`src/sv/tbtc_pkg.sv`:
```
// Shared types, codes and constants of the time-bucketed traffic counter.
`timescale 1ns / 1ps

package tbtc_pkg;

   // Field widths fixed by the stream format
   localparam int TS_W    = 32;
   localparam int CNT_W   = 16;
   localparam int POS_W   = 6;
   localparam int MODE_W  = 2;
   localparam int CSR_A_W = 2;

   // Defaults for the top-level parameters
   localparam int BUCKETS_DEF          = 64;
   localparam int BUCKET_LENGTH_MS_DEF = 60000;

   // Register reset values and saturation limit
   localparam logic [CNT_W-1:0] FINE_CLAMP_RST = 16'd9999;
   localparam logic [CNT_W-1:0] PAIR_CLAMP_RST = 16'd999;
   localparam logic [CNT_W-1:0] COUNT_MAX      = 16'hFFFF;

   // Register indexes of the configuration channel
   localparam logic [CSR_A_W-1:0] CSR_FINE_CLAMP = 2'd0;
   localparam logic [CSR_A_W-1:0] CSR_PAIR_CLAMP = 2'd1;

   // Item kinds
   typedef enum logic [MODE_W-1:0] {
      MODE_REC_RX    = 2'd0,
      MODE_REC_TX    = 2'd1,
      MODE_READ_FINE = 2'd2,
      MODE_READ_PAIR = 2'd3
   } mode_type;

   // Sequencer states
   typedef enum logic [3:0] {
      ST_IDLE,
      ST_DIV,
      ST_ROT,
      ST_STEP,
      ST_OP,
      ST_REC_WR,
      ST_RD_A,
      ST_RD_B,
      ST_LOAD
   } state_type;

   // One ring entry
   typedef struct packed {
      logic [CNT_W-1:0] tx;
      logic [CNT_W-1:0] rx;
   } entry_type;

   // Ring operation strobes from the sequencer
   typedef struct packed {
      logic rd_en;
      logic wr_en;
      logic clr_one;
      logic clr_all;
   } ring_ctl_type;

endpackage

```
`src/sv/tbtc_div.sv`:
```
// Division by a constant through a two-pass reciprocal multiply on one shared multiplier.
`timescale 1ns / 1ps

module tbtc_div #(
   parameter int DIVISOR = tbtc_pkg::BUCKET_LENGTH_MS_DEF
) (
   input  logic                      clock,
   input  logic                      reset,
   input  logic                      start,
   input  logic [tbtc_pkg::TS_W-1:0] dividend,
   output logic                      done,
   output logic [tbtc_pkg::TS_W-1:0] quotient
);

   // floor(x / d) == (x * (floor(2^(32+l) / d) + 1)) >> (32 + l), l = ceil(log2 d)
   localparam int              SH       = tbtc_pkg::TS_W + $clog2(DIVISOR);
   localparam logic [63:0]     RECIP    = ((64'd1 << SH) / 64'(DIVISOR)) + 64'd1;
   localparam int              HW       = 17;
   localparam int              PROD_W   = tbtc_pkg::TS_W + HW;
   localparam int              ACC_W    = tbtc_pkg::TS_W + 2 * HW;
   localparam logic [HW-1:0]   RECIP_LO = RECIP[HW-1:0];
   localparam logic [HW-1:0]   RECIP_HI = RECIP[2*HW-1:HW];

   logic                      busy_ff, busy_in;
   logic                      phase_ff, phase_in;
   logic                      done_ff, done_in;
   logic [tbtc_pkg::TS_W-1:0] x_ff, x_in;
   logic [ACC_W-1:0]          acc_ff, acc_in;
   logic [HW-1:0]             mul_sel;
   logic [PROD_W-1:0]         prod;

   // Multiply by the low half of the reciprocal, then add in the high half
   always_comb begin
      mul_sel  = phase_ff ? RECIP_HI : RECIP_LO;
      prod     = x_ff * mul_sel;
      busy_in  = busy_ff;
      phase_in = phase_ff;
      done_in  = 1'b0;
      x_in     = x_ff;
      acc_in   = acc_ff;
      if (!busy_ff && start) begin
         busy_in  = 1'b1;
         phase_in = 1'b0;
         x_in     = dividend;
      end else if (busy_ff) begin
         if (!phase_ff) begin
            acc_in   = {{HW{1'b0}}, prod};
            phase_in = 1'b1;
         end else begin
            acc_in  = acc_ff + {prod, {HW{1'b0}}};
            busy_in = 1'b0;
            done_in = 1'b1;
         end
      end
   end

   // Hold control state
   always_ff @(posedge clock) begin
      if (reset) begin
         busy_ff  <= 1'b0;
         phase_ff <= 1'b0;
         done_ff  <= 1'b0;
      end else begin
         busy_ff  <= busy_in;
         phase_ff <= phase_in;
         done_ff  <= done_in;
      end
   end

   // Advance the datapath
   always_ff @(posedge clock) begin
      x_ff   <= x_in;
      acc_ff <= acc_in;
   end

   assign done     = done_ff;
   assign quotient = tbtc_pkg::TS_W'(acc_ff >> SH);

endmodule

```
`src/sv/tbtc_ring.sv`:
```
// Bucket ring: count memory with per-entry valid bits and registered read.
`timescale 1ns / 1ps

module tbtc_ring #(
   parameter int DEPTH = tbtc_pkg::BUCKETS_DEF,
   parameter int AW    = $clog2(tbtc_pkg::BUCKETS_DEF)
) (
   input  logic                   clock,
   input  logic                   reset,
   input  tbtc_pkg::ring_ctl_type ctl,
   input  logic [AW-1:0]          rd_addr,
   input  logic [AW-1:0]          wr_addr,
   input  tbtc_pkg::entry_type    wr_data,
   output tbtc_pkg::entry_type    rd_data
);

   tbtc_pkg::entry_type mem [DEPTH];
   tbtc_pkg::entry_type rd_data_ff;
   logic                rd_valid_ff;
   logic [DEPTH-1:0]    valid_ff;

   // Write and read the count memory
   always_ff @(posedge clock) begin
      if (ctl.wr_en) begin
         mem[wr_addr] <= wr_data;
      end
      if (ctl.rd_en) begin
         rd_data_ff  <= mem[rd_addr];
         rd_valid_ff <= valid_ff[rd_addr];
      end
   end

   // Track which entries hold data; a cleared entry reads as zero
   always_ff @(posedge clock) begin
      if (reset || ctl.clr_all) begin
         valid_ff <= '0;
      end else if (ctl.clr_one) begin
         valid_ff[wr_addr] <= 1'b0;
      end else if (ctl.wr_en) begin
         valid_ff[wr_addr] <= 1'b1;
      end
   end

   assign rd_data = rd_valid_ff ? rd_data_ff : '0;

endmodule

```
`src/sv/time_bucketed_traffic_counter.sv`:
```
// Sequence: a taken beat gets its bucket number from the divider (two-pass reciprocal multiply),
// then the ring rotates, clearing one slot per bucket stepped over (or the whole ring on a gap
// of a ring or more), and the item is dispatched: a record reads and writes back its bucket, a
// readout loads each result (single or pairs) into the result register in turn. The block takes
// no new item until the last is done; beats also wait while a readout waits on a stalled result
// register. Reset: synchronous; ring reads all zero.
`timescale 1ns / 1ps

module time_bucketed_traffic_counter #(
   parameter int BUCKETS          = tbtc_pkg::BUCKETS_DEF,
   parameter int BUCKET_LENGTH_MS = tbtc_pkg::BUCKET_LENGTH_MS_DEF
) (
   input  logic                             clock,
   input  logic                             reset,
   // Item channel
   input  logic                             req_tvalid,
   output logic                             req_tready,
   input  logic [tbtc_pkg::TS_W-1:0]        req_tdata,  // [31:0] now_ms
   input  logic [tbtc_pkg::MODE_W-1:0]      req_tuser,  // [1:0] mode
   // Result channel
   output logic                             rsp_tvalid,
   input  logic                             rsp_tready,
   output logic [39:0]                      rsp_tdata,  // [5:0] position, [21:6] rx_count,
                                                        // [37:22] tx_count, [39:38] zero
   output logic                             rsp_tlast,  // last
   // Configuration channel
   input  logic                             csr_valid,
   output logic                             csr_ready,
   input  logic [tbtc_pkg::CSR_A_W-1:0]     csr_index,
   input  logic [tbtc_pkg::CNT_W-1:0]       csr_data
);

   localparam int IDX_W = $clog2(BUCKETS);
   localparam logic [IDX_W-1:0] LAST_FINE = IDX_W'(BUCKETS - 1);
   localparam logic [IDX_W-1:0] LAST_PAIR = IDX_W'(BUCKETS / 2 - 1);

   localparam int CW = tbtc_pkg::CNT_W;

   tbtc_pkg::state_type    state_ff, state_in;
   tbtc_pkg::mode_type     mode_ff, mode_in;
   logic                   started_ff, started_in;
   logic [IDX_W-1:0]       write_slot_ff, write_slot_in;
   logic [tbtc_pkg::TS_W-1:0] latched_ff, latched_in;
   logic [IDX_W-1:0]       step_cnt_ff, step_cnt_in;
   logic [IDX_W-1:0]       rd_ptr_ff, rd_ptr_in;
   logic [IDX_W-1:0]       pos_ff, pos_in;
   tbtc_pkg::entry_type    pair_a_ff, pair_a_in;
   logic [CW-1:0]          fine_clamp_ff, fine_clamp_in;
   logic [CW-1:0]          pair_clamp_ff, pair_clamp_in;
   logic                   rsp_valid_ff, rsp_valid_in;
   logic                   rsp_last_ff, rsp_last_in;
   logic [IDX_W-1:0]       rsp_pos_ff, rsp_pos_in;
   logic [CW-1:0]          rsp_rx_ff, rsp_rx_in;
   logic [CW-1:0]          rsp_tx_ff, rsp_tx_in;

   logic                      req_beat;
   logic                      div_done;
   logic [tbtc_pkg::TS_W-1:0] bucket;
   logic [tbtc_pkg::TS_W-1:0] gap;
   logic                      out_free;
   logic                      last_hit;
   logic [CW:0]               rx_sum;
   logic [CW:0]               tx_sum;
   logic [IDX_W-1:0]          slot_step;

   tbtc_pkg::ring_ctl_type ring_ctl;
   logic [IDX_W-1:0]       ring_rd_addr;
   logic [IDX_W-1:0]       ring_wr_addr;
   tbtc_pkg::entry_type    ring_wr_data;
   tbtc_pkg::entry_type    ring_rd_data;

   // Step a slot index round the ring
   function automatic logic [IDX_W-1:0] next_slot(input logic [IDX_W-1:0] s);
      next_slot = (s == LAST_FINE) ? '0 : s + 1'b1;
   endfunction

   assign req_beat   = req_tvalid && req_tready;
   assign req_tready = (state_ff == tbtc_pkg::ST_IDLE);
   assign csr_ready  = 1'b1;
   assign out_free   = !rsp_valid_ff || rsp_tready;
   assign gap        = bucket - latched_ff;
   assign slot_step  = next_slot(write_slot_ff);

   // Bucket number of the timestamp
   tbtc_div #(
      .DIVISOR (BUCKET_LENGTH_MS)
   ) u_div (
      .clock    (clock),
      .reset    (reset),
      .start    (req_beat),
      .dividend (req_tdata),
      .done     (div_done),
      .quotient (bucket)
   );

   // Count storage
   tbtc_ring #(
      .DEPTH (BUCKETS),
      .AW    (IDX_W)
   ) u_ring (
      .clock   (clock),
      .reset   (reset),
      .ctl     (ring_ctl),
      .rd_addr (ring_rd_addr),
      .wr_addr (ring_wr_addr),
      .wr_data (ring_wr_data),
      .rd_data (ring_rd_data)
   );

   // Sequencer: rotate, then record or read out
   always_comb begin
      state_in      = state_ff;
      mode_in       = mode_ff;
      started_in    = started_ff;
      write_slot_in = write_slot_ff;
      latched_in    = latched_ff;
      step_cnt_in   = step_cnt_ff;
      rd_ptr_in     = rd_ptr_ff;
      pos_in        = pos_ff;
      pair_a_in     = pair_a_ff;
      rsp_valid_in  = rsp_valid_ff && !rsp_tready;
      rsp_last_in   = rsp_last_ff;
      rsp_pos_in    = rsp_pos_ff;
      rsp_rx_in     = rsp_rx_ff;
      rsp_tx_in     = rsp_tx_ff;
      ring_ctl      = '0;
      ring_rd_addr  = rd_ptr_ff;
      ring_wr_addr  = write_slot_ff;
      ring_wr_data  = ring_rd_data;
      last_hit      = (mode_ff == tbtc_pkg::MODE_READ_PAIR) ? (pos_ff == LAST_PAIR)
                                                            : (pos_ff == LAST_FINE);
      rx_sum        = {1'b0, pair_a_ff.rx} + {1'b0, ring_rd_data.rx};
      tx_sum        = {1'b0, pair_a_ff.tx} + {1'b0, ring_rd_data.tx};

      unique case (state_ff)
         tbtc_pkg::ST_IDLE: begin
            if (req_beat) begin
               mode_in  = tbtc_pkg::mode_type'(req_tuser);
               state_in = tbtc_pkg::ST_DIV;
            end
         end
         tbtc_pkg::ST_DIV: begin
            if (div_done) begin
               state_in = tbtc_pkg::ST_ROT;
            end
         end
         tbtc_pkg::ST_ROT: begin
            state_in = tbtc_pkg::ST_OP;
            if (!started_ff) begin
               started_in    = 1'b1;
               latched_in    = bucket;
               write_slot_in = '0;
            end else if (bucket > latched_ff) begin
               latched_in = bucket;
               if (gap >= tbtc_pkg::TS_W'(BUCKETS)) begin
                  // A gap of a whole ring or more wipes everything
                  ring_ctl.clr_all = 1'b1;
                  write_slot_in    = '0;
               end else begin
                  step_cnt_in = gap[IDX_W-1:0];
                  state_in    = tbtc_pkg::ST_STEP;
               end
            end
         end
         tbtc_pkg::ST_STEP: begin
            // Enter the next slot and clear it
            ring_ctl.clr_one = 1'b1;
            ring_wr_addr     = slot_step;
            write_slot_in    = slot_step;
            step_cnt_in      = step_cnt_ff - 1'b1;
            if (step_cnt_ff == IDX_W'(1)) begin
               state_in = tbtc_pkg::ST_OP;
            end
         end
         tbtc_pkg::ST_OP: begin
            if (mode_ff == tbtc_pkg::MODE_REC_RX || mode_ff == tbtc_pkg::MODE_REC_TX) begin
               ring_ctl.rd_en = 1'b1;
               ring_rd_addr   = write_slot_ff;
               state_in       = tbtc_pkg::ST_REC_WR;
            end else begin
               rd_ptr_in = slot_step;
               pos_in    = '0;
               state_in  = tbtc_pkg::ST_RD_A;
            end
         end
         tbtc_pkg::ST_REC_WR: begin
            // Saturating increment of the current bucket
            ring_ctl.wr_en = 1'b1;
            if (mode_ff == tbtc_pkg::MODE_REC_RX) begin
               if (ring_rd_data.rx != tbtc_pkg::COUNT_MAX) begin
                  ring_wr_data.rx = ring_rd_data.rx + 1'b1;
               end
            end else begin
               if (ring_rd_data.tx != tbtc_pkg::COUNT_MAX) begin
                  ring_wr_data.tx = ring_rd_data.tx + 1'b1;
               end
            end
            state_in = tbtc_pkg::ST_IDLE;
         end
         tbtc_pkg::ST_RD_A: begin
            ring_ctl.rd_en = 1'b1;
            rd_ptr_in      = next_slot(rd_ptr_ff);
            state_in       = (mode_ff == tbtc_pkg::MODE_READ_PAIR) ? tbtc_pkg::ST_RD_B
                                                                  : tbtc_pkg::ST_LOAD;
         end
         tbtc_pkg::ST_RD_B: begin
            pair_a_in      = ring_rd_data;
            ring_ctl.rd_en = 1'b1;
            rd_ptr_in      = next_slot(rd_ptr_ff);
            state_in       = tbtc_pkg::ST_LOAD;
         end
         tbtc_pkg::ST_LOAD: begin
            // Clamp into the result register once it is free
            if (out_free) begin
               rsp_valid_in = 1'b1;
               rsp_last_in  = last_hit;
               rsp_pos_in   = pos_ff;
               if (mode_ff == tbtc_pkg::MODE_READ_PAIR) begin
                  rsp_rx_in = (rx_sum > {1'b0, pair_clamp_ff}) ? pair_clamp_ff : rx_sum[CW-1:0];
                  rsp_tx_in = (tx_sum > {1'b0, pair_clamp_ff}) ? pair_clamp_ff : tx_sum[CW-1:0];
               end else begin
                  rsp_rx_in = (ring_rd_data.rx > fine_clamp_ff) ? fine_clamp_ff
                                                                : ring_rd_data.rx;
                  rsp_tx_in = (ring_rd_data.tx > fine_clamp_ff) ? fine_clamp_ff
                                                                : ring_rd_data.tx;
               end
               pos_in   = pos_ff + 1'b1;
               state_in = last_hit ? tbtc_pkg::ST_IDLE : tbtc_pkg::ST_RD_A;
            end
         end
         default: begin
            state_in = tbtc_pkg::ST_IDLE;
         end
      endcase
   end

   // Take configuration writes; unknown indexes drop
   always_comb begin
      fine_clamp_in = fine_clamp_ff;
      pair_clamp_in = pair_clamp_ff;
      if (csr_valid && csr_ready) begin
         unique case (csr_index)
            tbtc_pkg::CSR_FINE_CLAMP: fine_clamp_in = csr_data;
            tbtc_pkg::CSR_PAIR_CLAMP: pair_clamp_in = csr_data;
            default: begin
            end
         endcase
      end
   end

   // Hold control state
   always_ff @(posedge clock) begin
      if (reset) begin
         state_ff      <= tbtc_pkg::ST_IDLE;
         started_ff    <= 1'b0;
         write_slot_ff <= '0;
         latched_ff    <= '0;
         fine_clamp_ff <= tbtc_pkg::FINE_CLAMP_RST;
         pair_clamp_ff <= tbtc_pkg::PAIR_CLAMP_RST;
         rsp_valid_ff  <= 1'b0;
      end else begin
         state_ff      <= state_in;
         started_ff    <= started_in;
         write_slot_ff <= write_slot_in;
         latched_ff    <= latched_in;
         fine_clamp_ff <= fine_clamp_in;
         pair_clamp_ff <= pair_clamp_in;
         rsp_valid_ff  <= rsp_valid_in;
      end
   end

   // Hold payload
   always_ff @(posedge clock) begin
      mode_ff     <= mode_in;
      step_cnt_ff <= step_cnt_in;
      rd_ptr_ff   <= rd_ptr_in;
      pos_ff      <= pos_in;
      pair_a_ff   <= pair_a_in;
      rsp_last_ff <= rsp_last_in;
      rsp_pos_ff  <= rsp_pos_in;
      rsp_rx_ff   <= rsp_rx_in;
      rsp_tx_ff   <= rsp_tx_in;
   end

   assign rsp_tvalid = rsp_valid_ff;
   assign rsp_tlast  = rsp_last_ff;
   assign rsp_tdata  = {2'b00, rsp_tx_ff, rsp_rx_ff, tbtc_pkg::POS_W'(rsp_pos_ff)};

`ifndef SYNTH
   // The write slot never leaves the ring
   assert property (@(posedge clock) disable iff (reset)
      write_slot_ff <= LAST_FINE)
      else $error("write slot outside the ring");

   // The divider finishes only while the sequencer waits for it
   assert property (@(posedge clock) disable iff (reset)
      div_done |-> state_ff == tbtc_pkg::ST_DIV)
      else $error("divider result outside the division phase");

   // An accepted beat closes the item channel until the item is done
   assert property (@(posedge clock) disable iff (reset)
      req_beat |=> !req_tready)
      else $error("item channel open while busy");
`endif

endmodule

```
`config.mk`:
```
export PLATFORM = sky130hd
export DESIGN_NAME = time_bucketed_traffic_counter
export DESIGN_NICKNAME = d
export VERILOG_FILES = /design/src/sv/tbtc_pkg.sv /design/src/sv/tbtc_div.sv /design/src/sv/tbtc_ring.sv /design/src/sv/time_bucketed_traffic_counter.sv
export SDC_FILE = /design/constraint.sdc
export NUM_CORES = 2
export LEC_CHECK = 0
export ABC_CLOCK_PERIOD_IN_PS = 11000
export BUFFER_PORTS_ARGS = -buffer_cell sky130_fd_sc_hd__buf_2
export CORE_ASPECT_RATIO = 1.25
export CORE_UTILIZATION = 34
export DETAILED_ROUTE_END_ITERATION = 8
export SYNTH_ARGS = -nofsm -noshare
export SYNTH_HDL_FRONTEND = slang
export SYNTH_SLANG_ARGS = --single-unit
```
`constraint.sdc`:
```
create_clock -name clock -period 11 [get_ports clock]
set_input_delay 3.3 -clock clock [delete_from_list [all_inputs] [get_ports clock]]
set_output_delay 3.3 -clock clock [all_outputs]
set_load 0.01 [all_outputs]
```
==> out/results.tsv <==
stage	metric	value	unit
sta	worst slew pin tran	1413	ps
synthesis	Post-Synth Simple-Gate Area	14.64	%
critical_path	WS Path Type	flop to flop	
clock_network	clk sinks	2382	
critical_path	Worst setup endpoint	u_div.acc_ff[63]$_SDFFCE_PN0P_	
critical_path	FF-to-FF Start	u_div.phase_ff$_SDFFE_PP0P_	
critical_path	CP max stage cell	buf_4	
clock_network	H-tree depth	4	
clock_network	post-CTS sizing	0	
clock_network	Clk Latency, worst-skew pair	930	ps
floorplan	CORE AREA	0.3307	mm^2
drt	post-route ant nets	0	
critical_path	CP startpoint	u_div.phase_ff$_SDFFE_PP0P_	
grt	vias in the first global route	74180	
synthesis	adder-cell share of the synthesized area	8.871	%
synthesis	Seq/Total Area, Yosys	62.11	%
synthesis	post-synth cell types	92	
critical_path	CP Launch Type	flop	
synthesis	gate count of the mapped netlist	9454	
grt	Congestion Overflow GR	0	
synthesis	post-synthesis register bit count	2382	
drt	drt total wl	325300	um
hold_path	worst hold start	pair_clamp_ff[14]$_SDFFE_PP0P_	
critical_path	RR Endpoint	u_div.acc_ff[63]$_SDFFCE_PN0P_	
clock_network	clock root cell	clkbuf_16	
drt	vias	76300	
sta	Slew HR	5.656	%
floorplan	row count	236	
grt	GRT Total Usage	18.92	%
critical_path	CP peak stage delay	670	ps
cells_and_area	fraction of layout cells with a size suffix above 1	8.300	%
sta	setup TNS	0	ps
cells_and_area	Layout Nets	10110	
critical_path	largest fanout on the critical path	66	
sta	Final Hold Viols	0	
sta	max-slew violations	0	
critical_path	instance count on the critical path	29	
critical_path	r2r setup slk	1800	ps
sta	Worst Skew	77.05	ps
sta	post-route minimum period	9195	ps
synthesis	Synth area leaders	edfxtp_1 (60%), nand2_1 (7.9%), fa_1 (4.7%)	
synthesis	Ys Warns	0	
clock_network	Worst-path clk slew	60	ps
synthesis	Synth Area in Compound Gates	8.751	%
clock_network	CTS tree	done	
synthesis	post-synthesis mux area share	1.133	%
drt	drt pass-1 iters	7	
synthesis	Post-synth top cells	nand2_1 (2384), edfxtp_1 (2253), nand3_1 (591)	
synthesis	Netlist Area Pre-Place	0.1131	mm^2
placed_design	pre-CTS setup slack	1834	ps
synthesis	dominant synthesized flop cell	edfxtp_1	
critical_path	CP Data Arrival Time	9780	ps
placed_design	placed cell count	13580	
sta	Final period util	83.59	%
placed_design	post-DP HPWL	194500	um
sta	Fmax	108.8	MHz
clock_network	clock buffer depth	3	
synthesis	Async SR Flop Fraction	0	%
floorplan	I/O pin count	101	
run	Max-Cap Viols	0	
synthesis	main combinational cell family by area after synthesis	simple AND/OR/NAND/NOR gates	
cells_and_area	Finished Layout Cells	14020	
synthesis	largest area contributor in the netlist	edfxtp_1	
floorplan	Die X-Extent	517.8	um
clock_network	CTS buffer count	237	
synthesis	XOR/XNOR share of the synthesized area	1.205	%
placed_design	GPL Wtd Cong	0.8669	
critical_path	Worst EP required	11590	ps
critical_path	Crit path top cell by count	fa_1	
cells_and_area	area delta synth->final	12.40	%
grt	largest net degree at the start of global routing	171	
floorplan	die height	646.8	um
clock_network	Setup Buffers After CTS	0	
synthesis	cell with the most instances after synthesis	nand2_1	
critical_path	family with the most delay on the worst path	adder cells	
drt	via/cell ratio	5.441	
run_status	status	completed	
floorplan	initial core utilization	34.19	%
synthesis	Post-synth EDFFs	2253	
sta	RSZ-0062 raised after global routing	no	
grt	first-pass GRT wire length	483000	um
synthesis	Syn Area/Cell	11.96	um^2
hold_path	HP Class	flop to flop	
sta	PnR worst setup slack	1805	ps
drt	DRC	0	
drt	Starting DRT DRC Count	8195	
placed_design	PortBufs	97	
clock_network	CTS Hold Bufs	0	
grt	antenna violations before repair	8	
sta	final setup fails	0	
critical_path	Crit. End Element	flop	
critical_path	worst reg2reg path depth	29	
drt	drt wl/cell	23.19	um
sta	WHS	469.5	ps
synthesis	area share of the largest cell type after synthesis	59.83	%
critical_path	worst path bufs/invs	4	
floorplan	die footprint	0.3349	mm^2
layer usage:
| metal | routed length [um] | track usage, % | up-vias |
|---|---|---|---|
| met5 | 0 | 0 | - |
| met4 | 9636 | 5.860 | 0 |
| met3 | 24370 | 2.809 | 498 |
| met2 | 154600 | 31.04 | 3052 |
| met1 | 136700 | 25.76 | 38480 |
| li1 | - | - | 34270 |
registers in the layout (all words and copies together) (netlist names), 18 cells and up, named ones only:
register           cells
latched_ff            18
pair_a_ff             32
u_div.acc_ff          49
u_div.x_ff            32
u_ring.mem          2048
u_ring.rd_data_ff     32
area by class of cell:
class	count	area (um^2)
multi-input combinational	6149	40100
fill	31300	203600
clock inverter	139	1590
inverter	361	1355
tap	4403	5509
timing repair buffer	281	2042
antenna	6	15.01
clock buffer	302	6256
sequential	2382	70240
tightest hold or removal path, delay by kind of cell, from the launching register on:
kind	cells	cell delay, ps
flops	1	310
simple gates	1	50
compound gates	1	50
worst min-delay path by stage:
stage	depth (start not counted)	end
floorplan	2	pair_clamp_ff[14]$_SDFFE_PP0P_
finish	2	pair_clamp_ff[14]$_SDFFE_PP0P_
global route	2	pair_clamp_ff[14]$_SDFFE_PP0P_
detailed placement	2	pair_clamp_ff[14]$_SDFFE_PP0P_
global placement	2	pair_clamp_ff[14]$_SDFFE_PP0P_
CTS	2	pair_clamp_ff[14]$_SDFFE_PP0P_
kinds of logic (layout without fill, tap and decap cells):
kind of cell | after synthesis | in the layout
AO/OA/AOI/OAI | 1396 | 1396
XOR/XNOR | 154 | 154
adder cells (fa/ha/maj) | 644 | 644
buffers and inverters | 924 | 1083
flip-flops | 2382 | 2382
multiplexers | 124 | 124
other | 2 | 9
AND/OR/NAND/NOR | 3828 | 3828
cell usage in the layout (no fill, tap or decap), types with 14 or more instances in the layout:
| master | count |
|---|---|
| o21bai_1 | 18 |
| nor2_1 | 228 |
| clkinv_2 | 34 |
| a211oi_1 | 21 |
| nor2_4 | 66 |
| a311oi_1 | 402 |
| nand2_1 | 2382 |
| a21o_1 | 97 |
| xor2_1 | 49 |
| inv_1 | 361 |
| buf_4 | 170 |
| nand3_1 | 591 |
| xnor2_2 | 19 |
| or3_1 | 19 |
| dfxtp_1 | 127 |
| mux2_2 | 30 |
| o21ai_0 | 105 |
| clkbuf_16 | 238 |
| a21oi_1 | 293 |
| and2_1 | 50 |
| o21a_1 | 32 |
| nor3_1 | 32 |
| nor2b_1 | 46 |
| o22ai_1 | 84 |
| edfxtp_1 | 2253 |
| and3_1 | 295 |
| nand2b_1 | 34 |
| buf_2 | 97 |
| buf_12 | 14 |
| a31oi_1 | 150 |
| a22oi_1 | 67 |
| o211ai_1 | 28 |
| ha_1 | 381 |
| nand4_1 | 33 |
| mux2i_1 | 88 |
| clkbuf_1 | 58 |
| xnor2_1 | 78 |
| bufinv_16 | 24 |
| clkinv_1 | 50 |
| fa_1 | 263 |
stage by stage:
stage,cell area (um^2),util (%)
final,127100,38.43
after floorplan,113100,-
after CTS,127100,38.43
after detailed placement,119200,36.06
after global routing,127100,38.43
after global placement,119200,36.06
Power is not shown: default switching activity piles up to over one toggle a cycle in this logic, so the estimate is an artifact.
